## config.mk

```make
export PLATFORM = sky130hd
export DESIGN_NAME = cd_audio_track_weighted_checksum_unit
export DESIGN_NICKNAME = d
export VERILOG_FILES = /design/src/acs_pkg.sv /design/src/cd_audio_track_weighted_checksum_unit.sv /design/src/acs_fifo.sv /design/src/acs_front.sv /design/src/acs_back.sv
export VERILOG_INCLUDE_DIRS = /design/src /design/src/src
export SDC_FILE = /design/constraint.sdc
export NUM_CORES = 2
export LEC_CHECK = 0
export ABC_AREA = 1
export BUFFER_PORTS_ARGS = -buffer_cell sky130_fd_sc_hd__buf_2
export CAP_MARGIN = 20
export CORE_MARGIN = 4
export CORE_UTILIZATION = 59
export CTS_CLUSTER_SIZE = 10
export DETAILED_ROUTE_END_ITERATION = 10
export MAX_ROUTING_LAYER = met4
export PLACE_DENSITY = 0.79
export SYNTH_ARGS = -nofsm -noshare
export SYNTH_HDL_FRONTEND = slang
export SYNTH_HIERARCHICAL = 1
export SYNTH_SLANG_ARGS = --single-unit
```

## constraint.sdc

```tcl
create_clock -name aclk -period 6.5 [get_ports aclk]
set_input_delay 0.975 -clock aclk [delete_from_list [all_inputs] [get_ports aclk]]
set_output_delay 0.975 -clock aclk [all_outputs]
set_load 0.02 [all_outputs]
```

## src/assert_macros.svh

```systemverilog
// Shared assertion macros for the checksum block.
// Every module that asserts has aclk and aresetn in scope.
`ifndef ASSERT_MACROS_SVH
`define ASSERT_MACROS_SVH

// Same-cycle implication
`define ACS_ASSERT_IMP(label, ante, cons) \
    label: assert property (@(posedge aclk) disable iff (!aresetn) (ante) |-> (cons)) \
        else $error("acs: same-cycle check failed");

// Next-cycle implication
`define ACS_ASSERT_NXT(label, ante, cons) \
    label: assert property (@(posedge aclk) disable iff (!aresetn) (ante) |=> (cons)) \
        else $error("acs: next-cycle check failed");

`endif

```

## src/acs_pkg.sv

```systemverilog
package acs_pkg;

    // Sector geometry: 2352 bytes of 4-byte stereo samples
    localparam int unsigned SECTOR_BYTES   = 2352;
    localparam int unsigned SECTOR_SAMPLES = SECTOR_BYTES / 4;
    localparam int unsigned SKIP_SAMPLES   = 5 * SECTOR_SAMPLES;

    // Field widths
    localparam int unsigned SAMPLE_BITS    = 32;
    localparam int unsigned SUM_BITS       = 32;
    localparam int unsigned TRACK_BITS     = 28;
    localparam int unsigned CMP_BITS       = 33;

    // Defaults for top-level parameters
    localparam int unsigned POSITION_BITS_DEF = 28;
    localparam int unsigned FIFO_DEPTH_DEF    = 4;

    // Configuration port
    localparam int unsigned CFG_INDEX_BITS = 2;
    localparam logic [CFG_INDEX_BITS-1:0] REG_TRACK_SAMPLES = 2'd0;
    localparam logic [CFG_INDEX_BITS-1:0] REG_FIRST_TRACK   = 2'd1;
    localparam logic [CFG_INDEX_BITS-1:0] REG_LAST_TRACK    = 2'd2;

    // Classification of one item, front to back
    typedef struct packed {
        logic counted;
        logic last;
    } acs_flags_t;

    localparam int unsigned FLAGS_BITS = $bits(acs_flags_t);

endpackage

```

## src/cd_audio_track_weighted_checksum_unit.sv

```systemverilog
// Track checksum unit (AccurateRip V1/V2 style). Takes one stereo sample
// (two 16-bit channels in 32 bits) per item, numbers the samples of a track
// from one, and sums position*sample: V1 keeps the low 32 bits of each
// product, V2 adds both 32-bit halves, both modulo 2^32. With first_track
// set, positions 1..2940 add nothing; with last_track set, the final 2940
// positions add nothing; skipped samples still count towards the position.
// When the position reaches track_samples one item carries both sums out
// (m_tdata: checksum_v1 low, checksum_v2 high) and the unit restarts for
// the next track. Throughput is one sample per clock unless stalled, set
// by the single sample-by-position multiplier and accumulate stages; a
// four-entry queue between the input classifier and the multiply-accumulate
// pipe lets input and output stall independently. m_tvalid rises once a
// track's final sample has passed the queue, product and output registers.
// No clearing pass follows reset. The user must write registers via cfg_*
// only while the unit is idle (not enforced); cfg_ready is always high.
module cd_audio_track_weighted_checksum_unit #(
    parameter int unsigned POSITION_BITS = acs_pkg::POSITION_BITS_DEF,
    parameter int unsigned FIFO_DEPTH    = acs_pkg::FIFO_DEPTH_DEF
) (
    input  logic                                  aclk,
    input  logic                                  aresetn,
    // configuration
    input  logic                                  cfg_valid,
    output logic                                  cfg_ready,
    input  logic [acs_pkg::CFG_INDEX_BITS-1:0]    cfg_index,
    input  logic [acs_pkg::TRACK_BITS-1:0]        cfg_data,
    // samples in
    input  logic                                  s_tvalid,
    output logic                                  s_tready,
    input  logic [acs_pkg::SAMPLE_BITS-1:0]       s_tdata,   // [31:0] sample
    // checksums out
    output logic                                  m_tvalid,
    input  logic                                  m_tready,
    output logic [2*acs_pkg::SUM_BITS-1:0]        m_tdata    // [31:0] v1, [63:32] v2
);

    import acs_pkg::*;

    localparam int unsigned ENTRY_BITS = FLAGS_BITS + POSITION_BITS + SAMPLE_BITS;

    logic                  push;
    logic                  pop;
    logic [ENTRY_BITS-1:0] push_data;
    logic [ENTRY_BITS-1:0] pop_data;
    logic                  fifo_full;
    logic                  fifo_empty;

    assign cfg_ready = 1'b1;

    acs_front #(
        .POSITION_BITS (POSITION_BITS)
    ) u_front (
        .aclk      (aclk),
        .aresetn   (aresetn),
        .cfg_we    (cfg_valid && cfg_ready),
        .cfg_index (cfg_index),
        .cfg_data  (cfg_data),
        .s_tvalid  (s_tvalid),
        .s_tready  (s_tready),
        .s_tdata   (s_tdata),
        .push      (push),
        .push_data (push_data),
        .fifo_full (fifo_full)
    );

    acs_fifo #(
        .WIDTH (ENTRY_BITS),
        .DEPTH (FIFO_DEPTH)
    ) u_fifo (
        .aclk      (aclk),
        .aresetn   (aresetn),
        .push      (push),
        .push_data (push_data),
        .pop       (pop),
        .pop_data  (pop_data),
        .full      (fifo_full),
        .empty     (fifo_empty)
    );

    acs_back #(
        .POSITION_BITS (POSITION_BITS)
    ) u_back (
        .aclk       (aclk),
        .aresetn    (aresetn),
        .pop        (pop),
        .pop_data   (pop_data),
        .fifo_empty (fifo_empty),
        .m_tvalid   (m_tvalid),
        .m_tready   (m_tready),
        .m_tdata    (m_tdata)
    );

endmodule

```

## src/acs_fifo.sv

```systemverilog
`include "assert_macros.svh"

module acs_fifo #(
    parameter int unsigned WIDTH = 64,
    parameter int unsigned DEPTH = 4
) (
    input  logic             aclk,
    input  logic             aresetn,
    input  logic             push,
    input  logic [WIDTH-1:0] push_data,
    input  logic             pop,
    output logic [WIDTH-1:0] pop_data,
    output logic             full,
    output logic             empty
);

    localparam int unsigned PTR_BITS = (DEPTH > 1) ? $clog2(DEPTH) : 1;
    localparam int unsigned CNT_BITS = $clog2(DEPTH + 1);
    localparam logic [PTR_BITS-1:0] LAST_PTR = PTR_BITS'(DEPTH - 1);
    localparam logic [CNT_BITS-1:0] DEPTH_CNT = CNT_BITS'(DEPTH);

    logic [WIDTH-1:0]    entry_reg [DEPTH];
    logic [PTR_BITS-1:0] wr_ptr_reg, wr_ptr_next;
    logic [PTR_BITS-1:0] rd_ptr_reg, rd_ptr_next;
    logic [CNT_BITS-1:0] count_reg, count_next;

    assign full     = (count_reg == DEPTH_CNT);
    assign empty    = (count_reg == '0);
    assign pop_data = entry_reg[rd_ptr_reg];

    // Pointer and fill count
    always_comb begin
        wr_ptr_next = wr_ptr_reg;
        rd_ptr_next = rd_ptr_reg;
        count_next  = count_reg;
        if (push) begin
            wr_ptr_next = (wr_ptr_reg == LAST_PTR) ? '0 : wr_ptr_reg + 1'b1;
        end
        if (pop) begin
            rd_ptr_next = (rd_ptr_reg == LAST_PTR) ? '0 : rd_ptr_reg + 1'b1;
        end
        if (push && !pop) begin
            count_next = count_reg + 1'b1;
        end else if (pop && !push) begin
            count_next = count_reg - 1'b1;
        end
    end

    always_ff @(posedge aclk) begin
        if (!aresetn) begin
            wr_ptr_reg <= '0;
            rd_ptr_reg <= '0;
            count_reg  <= '0;
        end else begin
            wr_ptr_reg <= wr_ptr_next;
            rd_ptr_reg <= rd_ptr_next;
            count_reg  <= count_next;
        end
    end

    // Storage, payload only
    always_ff @(posedge aclk) begin
        if (push) begin
            entry_reg[wr_ptr_reg] <= push_data;
        end
    end

    `ACS_ASSERT_IMP(a_fifo_count_bound, 1'b1, count_reg <= DEPTH_CNT)

endmodule

```

## src/acs_front.sv

```systemverilog
`include "assert_macros.svh"

module acs_front #(
    parameter int unsigned POSITION_BITS = 28
) (
    input  logic                                  aclk,
    input  logic                                  aresetn,
    // configuration writes
    input  logic                                  cfg_we,
    input  logic [acs_pkg::CFG_INDEX_BITS-1:0]    cfg_index,
    input  logic [acs_pkg::TRACK_BITS-1:0]        cfg_data,
    // incoming samples
    input  logic                                  s_tvalid,
    output logic                                  s_tready,
    input  logic [acs_pkg::SAMPLE_BITS-1:0]       s_tdata,
    // towards the queue
    output logic                                  push,
    output logic [acs_pkg::FLAGS_BITS+POSITION_BITS+acs_pkg::SAMPLE_BITS-1:0] push_data,
    input  logic                                  fifo_full
);

    import acs_pkg::*;

    logic [TRACK_BITS-1:0]    track_samples_reg;
    logic                     first_track_reg;
    logic                     last_track_reg;
    logic [POSITION_BITS-1:0] pos_reg, pos_next;

    logic [POSITION_BITS-1:0] pos_inc;
    logic [CMP_BITS-1:0]      pos_ext;
    logic [CMP_BITS-1:0]      track_ext;
    logic                     skip_first;
    logic                     skip_last;
    acs_flags_t               flags;

    // Configuration registers
    always_ff @(posedge aclk) begin
        if (!aresetn) begin
            track_samples_reg <= TRACK_BITS'(1);
            first_track_reg   <= 1'b0;
            last_track_reg    <= 1'b0;
        end else if (cfg_we) begin
            case (cfg_index)
                REG_TRACK_SAMPLES: track_samples_reg <= cfg_data;
                REG_FIRST_TRACK:   first_track_reg   <= cfg_data[0];
                REG_LAST_TRACK:    last_track_reg    <= cfg_data[0];
                default: ;
            endcase
        end
    end

    assign s_tready = !fifo_full;
    assign push     = s_tvalid && s_tready;

    // Classify the item by its 1-based position; compares run without wrap
    assign pos_inc    = pos_reg + 1'b1;
    assign pos_ext    = CMP_BITS'(pos_inc);
    assign track_ext  = CMP_BITS'(track_samples_reg);
    assign skip_first = first_track_reg && (pos_ext <= CMP_BITS'(SKIP_SAMPLES));
    assign skip_last  = last_track_reg && ((pos_ext + CMP_BITS'(SKIP_SAMPLES)) > track_ext);

    always_comb begin
        flags.counted = !skip_first && !skip_last;
        flags.last    = (pos_ext == track_ext);
    end

    assign push_data = {flags, pos_inc, s_tdata};

    // Position restarts after the final item of a track
    always_comb begin
        pos_next = pos_reg;
        if (push) begin
            pos_next = flags.last ? '0 : pos_inc;
        end
    end

    always_ff @(posedge aclk) begin
        if (!aresetn) begin
            pos_reg <= '0;
        end else begin
            pos_reg <= pos_next;
        end
    end

    `ACS_ASSERT_NXT(a_front_pos_restart, push && flags.last, pos_reg == '0)

endmodule

```

## src/acs_back.sv

```systemverilog
`include "assert_macros.svh"

module acs_back #(
    parameter int unsigned POSITION_BITS = 28
) (
    input  logic                                  aclk,
    input  logic                                  aresetn,
    // from the queue
    output logic                                  pop,
    input  logic [acs_pkg::FLAGS_BITS+POSITION_BITS+acs_pkg::SAMPLE_BITS-1:0] pop_data,
    input  logic                                  fifo_empty,
    // results
    output logic                                  m_tvalid,
    input  logic                                  m_tready,
    output logic [2*acs_pkg::SUM_BITS-1:0]        m_tdata
);

    import acs_pkg::*;

    localparam int unsigned PROD_BITS = SAMPLE_BITS + POSITION_BITS;

    acs_flags_t               in_flags;
    logic [POSITION_BITS-1:0] in_pos;
    logic [SAMPLE_BITS-1:0]   in_sample;

    logic                     mul_valid_reg, mul_valid_next;
    acs_flags_t               mul_flags_reg;
    logic [PROD_BITS-1:0]     prod_reg;

    logic [SUM_BITS-1:0]      sum_v1_reg, sum_v2_reg;
    logic [SUM_BITS-1:0]      sum_v1_new, sum_v2_new;
    logic [SUM_BITS-1:0]      prod_lo, prod_hi;

    logic                     m_valid_reg, m_valid_next;
    logic [2*SUM_BITS-1:0]    m_data_reg;

    logic                     consume;
    logic                     load;

    assign {in_flags, in_pos, in_sample} = pop_data;

    // Multiply stage advances when the accumulate stage takes its item;
    // a final item waits only while an earlier result is still unread
    assign consume = mul_valid_reg && (!mul_flags_reg.last || !m_valid_reg || m_tready);
    assign load    = !mul_valid_reg || consume;
    assign pop     = load && !fifo_empty;

    assign mul_valid_next = load ? !fifo_empty : mul_valid_reg;

    always_ff @(posedge aclk) begin
        if (!aresetn) begin
            mul_valid_reg <= 1'b0;
        end else begin
            mul_valid_reg <= mul_valid_next;
        end
    end

    // Product register: position times sample
    always_ff @(posedge aclk) begin
        if (load) begin
            mul_flags_reg <= in_flags;
            prod_reg      <= PROD_BITS'(in_pos) * PROD_BITS'(in_sample);
        end
    end

    // Accumulate: V1 takes the low half, V2 both halves
    assign prod_lo = prod_reg[SUM_BITS-1:0];
    assign prod_hi = SUM_BITS'(prod_reg[PROD_BITS-1:SUM_BITS]);

    always_comb begin
        sum_v1_new = sum_v1_reg;
        sum_v2_new = sum_v2_reg;
        if (mul_flags_reg.counted) begin
            sum_v1_new = sum_v1_reg + prod_lo;
            sum_v2_new = sum_v2_reg + prod_hi + prod_lo;
        end
    end

    always_ff @(posedge aclk) begin
        if (!aresetn) begin
            sum_v1_reg <= '0;
            sum_v2_reg <= '0;
        end else if (consume) begin
            if (mul_flags_reg.last) begin
                sum_v1_reg <= '0;
                sum_v2_reg <= '0;
            end else begin
                sum_v1_reg <= sum_v1_new;
                sum_v2_reg <= sum_v2_new;
            end
        end
    end

    // Output register
    always_comb begin
        m_valid_next = m_valid_reg;
        if (consume && mul_flags_reg.last) begin
            m_valid_next = 1'b1;
        end else if (m_tready) begin
            m_valid_next = 1'b0;
        end
    end

    always_ff @(posedge aclk) begin
        if (!aresetn) begin
            m_valid_reg <= 1'b0;
        end else begin
            m_valid_reg <= m_valid_next;
        end
    end

    always_ff @(posedge aclk) begin
        if (consume && mul_flags_reg.last) begin
            m_data_reg <= {sum_v2_new, sum_v1_new};
        end
    end

    assign m_tvalid = m_valid_reg;
    assign m_tdata  = m_data_reg;

    `ACS_ASSERT_NXT(a_back_result_shown, consume && mul_flags_reg.last, m_valid_reg)
    `ACS_ASSERT_NXT(a_back_sums_cleared, consume && mul_flags_reg.last,
                    (sum_v1_reg == '0) && (sum_v2_reg == '0))

endmodule
```

==> metrics.txt <==
Hold Fails Final Rpt=0; commonest cells after routing, fill and taps aside=1750 x nand2_1, 1599 x inv_1, 757 x fa_1; depth of the CTS H-tree=2; first-pass GRT wire length=263000 um; top-area cell type share of the netlist area=0.279; die area=104000 um2; synthesized instance count=around 7100; initial core utilization=0.597; WP buf/inv=13; Hold Crit Depth=2; post-synthesis cell type count=60; kind of critical path=register to register; final instance area=71300 um2; Post-synth EDFFs=~370; final wirelength=between 150000 and 200000 um; Die W=322 um; failing checks=setup timing; DRT antenna net count=0; row cnt=114; clock transition at the registers of the reported paths=0.07 ns; core box area=97300 um2; worst min-delay path category=register to register; most common cell after layout, fill and taps aside=nand2_1; #FFs+latches synth=507; worst-skew pair later-pin latency=0.69 ns; Tightest Pin Transition=1.07 ns; Seq/Total Area, Yosys=0.239; root buf cell=clkbuf_16; DRC viols=0; Max Cap Violations=0; critical path required time=6.88 ns; I/O Buffers=132; Mean Syn Cell Area=8.17 um2; Total GRT Usage=0.331; FF-to-FF End=u_back/prod_reg[38]; pin count of the biggest net entering global routing=66; Placed Cells=slightly below 9000; post-layout min period=7.75 ns; mapped cell area=slightly below 60000 um2; Hold Path End=u_front/last_track_reg; top cell family by delay on the critical path=adder cells; GRT overflow=0; hold path startpoint=u_front/last_track_reg; Vias per Instance=5.68; status=finished, violations left; final net count=about 8900; Final Non-Filler Cells=9008; antenna violations before repair=4; Top FF cell, synth=edfxtp_1; unrepaired setup endpoints after global routing=true; Max FO, Critical Path=8; clock net sink count=between 500 and 600; worst reg-to-reg path cell count=31; Final Max Tran Viols=0; syn nets=8310; cell taking the most area after synthesis=fa_1; Finish-stage setup viols=50; CTS tree=built; layout cell share with drive strength beyond 1=0.227; max FFs per register=about 250; fin crit share=1.19; routability congestion estimate=1.01; TritonRoute pass-1 iters=9; IO Pins=134; Critical Path AT=about 8.1 ns; vias in the first global route=50059; DRT iter0 DRCs=around 4900; Place WS=-0.892 ns; most frequent cell on the critical path=fa_1; cts bufs inserted=60; Die H=322 um; worst setup margin=-1.25 ns; Slowest-stage cell, CP=fa_1; Avg WL per Cell=between 20 and 25 um; Area Overhead vs Synth=22.6%; Post-DP HPWL=between 100000 and 150000 um; Setup crit end kind=register; asr flop ratio synth=0; max_slew headroom=0.286; Placement Cell Area=63600 um2; Fmax=129 MHz; Longest Clk Path Bufs=3; reg2reg setup slack=-1.25 ns; Clock Skew=0.0750 ns; CP max stage delay=0.79 ns; startpoint types=register; synthesis warning total=6; Vias=between 50000 and 60000; synth top area cells=fa_1 28%, edfxtp_1 19%, nand2_1 12%
-- Yosys cell counts, types with 15 or more instances --
cell type / instances
nand2_1: 1840
inv_1: 1729
fa_1: 809
edfxtp_1: 374
nor2_1: 328
ha_1: 316
a21oi_1: 257
nand3_1: 223
o21ai_0: 215
clkbuf_1: 171
dfxtp_1: 133
nor2_2: 87
xor2_1: 61
o22ai_2: 60
buf_1: 51
xnor2_1: 45
nor3_1: 39
nand2_2: 38
nand4_1: 36
buf_4: 35
buf_2: 33
and2_1: 24
o21ai_1: 24
or2_2: 24
o21bai_1: 17
nand3_2: 15
-- worst max path at each step --
stage | end | slack (ns) | depth (start not counted)
floorplan | u_back/prod_reg[53] | 0.0008 | 32
global placement | u_back/prod_reg[39] | -0.85 | 27
detailed placement | u_back/prod_reg[53] | -0.89 | 26
CTS | u_back/prod_reg[45] | -0.62 | 28
global route | u_back/prod_reg[38] | -1.39 | 31
finish | u_back/prod_reg[38] | -1.25 | 31
-- repair_timing --
item / 4_1_cts / 5_1_grt
pin swaps: 31 / 362
setup endpoints to repair: 50 / 51
hold buffers: 0 / 0
setup buffers: 25 / 116
cloned: 5 / 25
resized for setup: 294 / 834
-- cells by family (layout without fill, tap and decap cells) --
group	count (synthesis)	after routing	share of synthesized area
AND/OR/NAND/NOR	2685	2685	0.192
buffers and inverters	2051	2658	0.138
adder cells (fa/ha/maj)	1125	1125	0.347
AO/OA/AOI/OAI	641	641	0.0671
flip-flops	507	507	0.239
XOR/XNOR	108	108	0.0168
other	1	8	0.0000645
-- per-layer routing --
metal / wire [um] / global-route usage / part of all wire
met4: 15600 / 0.137 / 0.082
met2: 92300 / 0.570 / 0.48
met3: 17100 / 0.0448 / 0.090
met1: 65500 / 0.393 / 0.34
met5: 0 / - / 0
-- layout make-up --
class | count | area [um2]
multi-input combinational | 4560 | 39500
fill | 6553 | 26000
sequential | 507 | 13900
timing repair buffer | 801 | 7840
inverter | 1743 | 6580
clock buffer | 103 | 1710
tap | 1276 | 1600
clock inverter | 11 | 120
antenna | 7 | 17.5
-- worst min-delay path, stage by stage (launching register included) --
cell and delay [ns]:
dfxtp_1 0.31, inv_1 0.05, a21oi_1 0.05
-- through the flow --
| stage | utilization | hold slack [ns] | TNS (ns) |
|---|---|---|---|
| after CTS | 0.687 | 0.449 | -20.92 |
| final | 0.733 | 0.445 | -41.77 |
| after floorplan | - | 0.424 | 0 |
| after detailed placement | 0.654 | 0.440 | -29.61 |
| after global routing | 0.733 | 0.476 | -48.03 |
| after global placement | 0.654 | 0.439 | -24.91 |
Power is left out: the tool's default activity adds up to more than one toggle a clock period on the data nets, which glitch-free logic cannot reach.
